### src/hw/rtl/csc_pkg.sv
// ----------------------------------------------------------------------------
// csc_pkg
// shared types, constants and helpers for the channel-shifted convolution
// ----------------------------------------------------------------------------
package csc_pkg;

    localparam int unsigned DEF_MAX_BATCH        = 2;
    localparam int unsigned DEF_MAX_ROWS         = 32;
    localparam int unsigned DEF_MAX_COLS         = 32;
    localparam int unsigned DEF_MAX_CHANNELS     = 16;
    localparam int unsigned DEF_MAX_OUT_CHANNELS = 16;
    localparam int unsigned DEF_MAX_KERNEL       = 7;

    localparam int unsigned IN_BITS  = 48;
    localparam int unsigned OUT_BITS = 48;
    localparam int unsigned CFG_IDX_BITS = 3;
    localparam int unsigned CFG_DATA_BITS = 16;

    typedef enum logic [1:0] {
        OP_IMAGE  = 2'd0,
        OP_FILTER = 2'd1,
        OP_BASE   = 2'd2,
        OP_CONV   = 2'd3
    } op_t;

    typedef enum logic [2:0] {
        REG_BATCH   = 3'd0,
        REG_ROWS    = 3'd1,
        REG_COLS    = 3'd2,
        REG_CHANS   = 3'd3,
        REG_OCHANS  = 3'd4,
        REG_KROWS   = 3'd5,
        REG_KCOLS   = 3'd6,
        REG_FILL    = 3'd7
    } reg_idx_t;

    typedef struct packed {
        logic [1:0]  operation;
        logic        batch_idx;
        logic [4:0]  row_idx;
        logic [4:0]  col_idx;
        logic [3:0]  chan_idx;
        logic [3:0]  out_chan_idx;
        logic [2:0]  tap_row;
        logic [2:0]  tap_col;
        logic [15:0] value;
    } item_t;

    typedef struct packed {
        logic [1:0]  batch_count;
        logic [5:0]  image_rows;
        logic [5:0]  image_cols;
        logic [4:0]  channel_count;
        logic [4:0]  out_channel_count;
        logic [2:0]  kernel_rows;
        logic [2:0]  kernel_cols;
        logic [15:0] fill_value;
    } cfg_t;

    // clamp a size register to [1, hi]
    function automatic logic [10:0] clamp_size(input logic [5:0] v, input logic [10:0] hi);
        logic [10:0] w;
        begin
            w = {5'd0, v};
            if (w == 11'd0)
                clamp_size = 11'd1;
            else if (w > hi)
                clamp_size = hi;
            else
                clamp_size = w;
        end
    endfunction

endpackage

### src/hw/rtl/csc_front.sv
// ----------------------------------------------------------------------------
// csc_front
// input queue: unpacks beats into items and pushes them into a small queue
// ----------------------------------------------------------------------------
module csc_front
    import csc_pkg::*;
#(
    parameter int unsigned DEPTH = 2
)
(
    input  logic                clk,
    input  logic                rst_n,
    input  logic                s_tvalid,
    output logic                s_tready,
    input  logic [IN_BITS-1:0]  s_tdata,
    input  logic [1:0]          s_tuser,
    output logic                q_valid,
    input  logic                q_pop,
    output item_t               q_item
);

    localparam int unsigned PW = (DEPTH > 1) ? $clog2(DEPTH) : 1;

    item_t           mem_reg [DEPTH];
    logic [PW-1:0]   wr_reg, wr_next, rd_reg, rd_next;
    logic [PW:0]     cnt_reg, cnt_next;
    item_t           in_item;
    logic            push;
    logic            pop;

    always_comb
    begin
        in_item.operation    = s_tuser;
        in_item.batch_idx    = s_tdata[0];
        in_item.row_idx      = s_tdata[5:1];
        in_item.col_idx      = s_tdata[10:6];
        in_item.chan_idx     = s_tdata[14:11];
        in_item.out_chan_idx = s_tdata[18:15];
        in_item.tap_row      = s_tdata[21:19];
        in_item.tap_col      = s_tdata[24:22];
        in_item.value        = s_tdata[40:25];
    end

    assign s_tready = (cnt_reg != (PW+1)'(DEPTH));
    assign push     = s_tvalid && s_tready;
    assign q_valid  = (cnt_reg != '0);
    assign pop      = q_pop && q_valid;
    assign q_item   = mem_reg[rd_reg];

    always_comb
    begin
        wr_next  = wr_reg;
        rd_next  = rd_reg;
        cnt_next = cnt_reg;
        if (push)
            wr_next = (wr_reg == PW'(DEPTH-1)) ? '0 : wr_reg + 1'b1;
        if (pop)
            rd_next = (rd_reg == PW'(DEPTH-1)) ? '0 : rd_reg + 1'b1;
        if (push && !pop)
            cnt_next = cnt_reg + 1'b1;
        else if (pop && !push)
            cnt_next = cnt_reg - 1'b1;
    end

    always_ff @(posedge clk or negedge rst_n)
    begin
        if (!rst_n)
        begin
            wr_reg  <= '0;
            rd_reg  <= '0;
            cnt_reg <= '0;
        end
        else
        begin
            wr_reg  <= wr_next;
            rd_reg  <= rd_next;
            cnt_reg <= cnt_next;
        end
    end

    always_ff @(posedge clk)
    begin
        if (push)
            mem_reg[wr_reg] <= in_item;
    end

    a_cnt_bound: assert property (@(posedge clk) disable iff (!rst_n)
        cnt_reg <= (PW+1)'(DEPTH)) else $error("queue overfill");
    a_push_grows: assert property (@(posedge clk) disable iff (!rst_n)
        (push && !pop) |=> cnt_reg == $past(cnt_reg) + 1'b1) else $error("push lost");
    a_pop_shrinks: assert property (@(posedge clk) disable iff (!rst_n)
        (pop && !push) |=> cnt_reg == $past(cnt_reg) - 1'b1) else $error("pop lost");

endmodule

### config.mk
export PLATFORM = sky130hd
export DESIGN_NAME = csc_front
export DESIGN_NICKNAME = d
export VERILOG_FILES = /design/src/hw/rtl/csc_pkg.sv /design/src/hw/rtl/csc_front.sv
export SDC_FILE = /design/constraint.sdc
export NUM_CORES = 1
export LEC_CHECK = 0
export BUFFER_PORTS_ARGS = -buffer_cell sky130_fd_sc_hd__buf_4
export CORE_UTILIZATION = 30
export CTS_CLUSTER_SIZE = 8
export DETAILED_ROUTE_END_ITERATION = 10
export GPL_ROUTABILITY_DRIVEN = 0
export GPL_TIMING_DRIVEN = 0
export MAX_ROUTING_LAYER = met4
export RECOVER_POWER = 25
export SYNTH_ARGS = -nofsm -noshare
export SYNTH_HDL_FRONTEND = slang
export SYNTH_SLANG_ARGS = --single-unit
export TNS_END_PERCENT = 50
### constraint.sdc
create_clock -name clk -period 3.8 [get_ports clk]
set_input_delay 0.57 -clock clk [delete_from_list [all_inputs] [get_ports clk]]
set_output_delay 0.57 -clock clk [all_outputs]
set_load 0.005 [all_outputs]
==> impl_metrics.env <==
export IMPL_power_frac_comb=0.335
export IMPL_r2r_start="cnt_reg[0]"
export IMPL_place_ws_ns=1.85
export IMPL_synth_top_family_by_area="multiplexers"
export IMPL_area_delta_synth_final_pct=35.8
export IMPL_cts_htree_levels=3
export IMPL_rsz0062_at_grt="false"
export IMPL_timing_final_ws_setup_ns=1.77
export IMPL_cts_num_sinks=90
export IMPL_grt_pass1_wl_um=8640
export IMPL_fin_nets=311
export IMPL_largest_reg_flops=86
export IMPL_status="complete, no violations"
export IMPL_ys_ff_latch=90
export IMPL_fmax_ghz=0.493
export IMPL_regToRegSetupSlack_ns=1.96
export IMPL_post_cts_buffers=0
export IMPL_maxCapViolCount=0
export IMPL_core_area_um2=11400
export IMPL_p_sw_w=0.000891
export IMPL_dp_hpwl_um=3810
export IMPL_clkTransAtPathRegs_ns=0.06
export IMPL_synth_warnings=0
export IMPL_synth_xor_xnor_area_share=0.0125
export IMPL_finalPower_w=0.00371
export IMPL_holdWs_ns=0.0630
export IMPL_first_pass_iters=4
export IMPL_power_frac_clock=0.282
export IMPL_wirelength_um=5730
export IMPL_p_seq_frac=0.383
export IMPL_grt_pass1_vias=1760
export IMPL_fill_cells=1026
export IMPL_die_width_um=110
export IMPL_rows=39
export IMPL_drc=0
export IMPL_vias=1685
export IMPL_worstSetupEndpointType="output pin"
export IMPL_synthCells=152
export IMPL_crit_path_start_kind="flop"
export IMPL_drt_initial_drc_count=56
export IMPL_fin_setup_tns_ns=0
export IMPL_path_cells="buf_6 -> buf_12 -> mux2_4 -> buf_4"
export IMPL_cts_made_buffers=9
export IMPL_synth_compound_area_frac=0
export IMPL_finalCritPeriodShare=0.534
export IMPL_p_sw_frac=0.240
export IMPL_synthMuxAreaShare=0.180
export IMPL_critPathRequiredTime_ns=3.23
export IMPL_synthSimpleGateAreaFrac=0.00966
export IMPL_syn_area_um2=3500
export IMPL_cts_tree="done"
export IMPL_vias_per_cell=4.17
export IMPL_hold_viol=0
export IMPL_drive_gt1_frac=0.586
export IMPL_slew_headroom=0.552
export IMPL_io_pins=99
export IMPL_r2r_end="mem_reg[0][26]"
export IMPL_hold_buffers=0
export IMPL_fin_skew_ns=0.00417
export IMPL_leakagePower_nw=1.88
export IMPL_synth_fa_ha_area_frac=0.00358
export IMPL_ant_nets=0
export IMPL_final_common_cell="edfxtp_1"
export IMPL_slew_viol_final=0
export IMPL_cts_buffer_depth=2
export IMPL_syn_num_nets=207
export IMPL_wire_per_inst_um=14.2
export IMPL_cp_arrival_ns=1.46
export IMPL_hp_class="input port to asynchronous set/reset pin"
export IMPL_die_height_um=110
export IMPL_ir_drop_mv=0.439
export IMPL_internal_power_w=0.00282
export IMPL_crit_path_max_fanout=10
export IMPL_tightest_slew_ns=0.671
export IMPL_grt_overflow=0
export IMPL_period_needed_ns=2.03
export IMPL_finalSetupViolations=0
export IMPL_insertion_delay_ns=0.33
export IMPL_synth_avg_cell_area_um2=23.0
export IMPL_io_buffers=91
export IMPL_path_class="flop to output pin"
export IMPL_cts_resized=0
export IMPL_antenna_found_initial=0
export IMPL_p_per_area_nw_per_um2=782
export IMPL_slowest_stage="dfrtp_1"
export IMPL_ys_seq_area_frac=0.767
export IMPL_reg2reg_depth=4
export IMPL_cpPeakStageDelay_ns=0.37
export IMPL_die_area_um2=12100
export IMPL_grt_use_total=0.105
export IMPL_n_antenna_cell=0
export IMPL_grt_max_degree=25
export IMPL_final_cell_mix="edfxtp_1 (86), buf_4 (62), mux2_4 (39), clkbuf_4 (25), clkbuf_16 (9)"
export IMPL_cts_root_buffer="clkbuf_16"
export IMPL_initial_core_util=0.308
export IMPL_synth_cell_types=15
worst max-delay path by stage:
stage | startpoint | to | slack [ns] | depth (start not counted)
after global routing | rd_reg | q_item[1] | 1.69 | 4
after CTS | rd_reg | q_item[1] | 1.74 | 4
after floorplan | s_tvalid | mem_reg[0][0] | 0.89 | 2
after global placement | s_tvalid | mem_reg[0][26] | -0.47 | 3
after detailed placement | s_tvalid | mem_reg[0][26] | 1.85 | 4
final | rd_reg | q_item[9] | 1.77 | 4
cells in the mapped netlist:
cell       n  share of area
edfxtp_1  86           0.74
dfrtp_1    4          0.029
nor2_1     2         0.0021
xor2_1     2         0.0050
nand2_1    2         0.0021
mux2_2     4          0.013
inv_1      1         0.0011
nand2b_1   1         0.0018
xnor2_1    3         0.0075
buf_6      1         0.0032
buf_12     4          0.023
or2_1      1         0.0018
and3_1     1         0.0018
mux2_4    39           0.17
ha_1       1         0.0036
logic make-up (layout without fill, tap and decap cells):
| kind of cell | count (synthesis) | count (layout) |
|---|---|---|
| flip-flops | 90 | 90 |
| AND/OR/NAND/NOR | 7 | 7 |
| XOR/XNOR | 5 | 5 |
| adder cells (fa/ha/maj) | 1 | 1 |
| multiplexers | 43 | 43 |
| buffers and inverters | 6 | 115 |
critical path: cells and delay by family, from the launching register on:
kind	cells	cell delay, ns
muxes	1	0.30
DFF	1	0.37
buffers and inverters	3	0.45
power by group through the flow:
stage | Combinational [W] | Sequential [W] | Clock, W
2_1_floorplan | 0.000760 | 0.00144 | 0
4_1_cts | 0.00129 | 0.00143 | 0.00109
6_report | 0.00124 | 0.00142 | 0.00105
5_1_grt | 0.00136 | 0.00144 | 0.00112
3_3_place_gp | 0.00125 | 0.00145 | 0
3_5_place_dp | 0.00129 | 0.00145 | 0
area by class of cell:
class                   count  area, um^2  area share
repair buffers             93         708       0.149
multi-input cells          56         729       0.154
inverters                   1        3.75    0.000790
clock inverters             6         129      0.0271
well taps                 143         179      0.0377
flip-flops and latches     90        2680       0.565
clock buffers              10         229      0.0482
plain buffers               5        91.3      0.0192
stage by stage:
step | utilization | instances | cell area, um^2
finish | 0.418 | 404 | 4750
global route | 0.418 | 404 | 4750
CTS | 0.419 | 404 | 4770
detailed placement | 0.388 | 388 | 4410
global placement | 0.384 | 386 | 4360
floorplan | - | 152 | 3500
metal layers:
metal  vias to the layer above  track usage  wire length, um
met5                         -            -                0
met4                         0       0.0543              109
met3                         8       0.0412              364
met2                        56        0.169             3010
met1                       826        0.113             2250
li1                        795            -                -
Note: power is estimated with default switching activity, not from simulation.
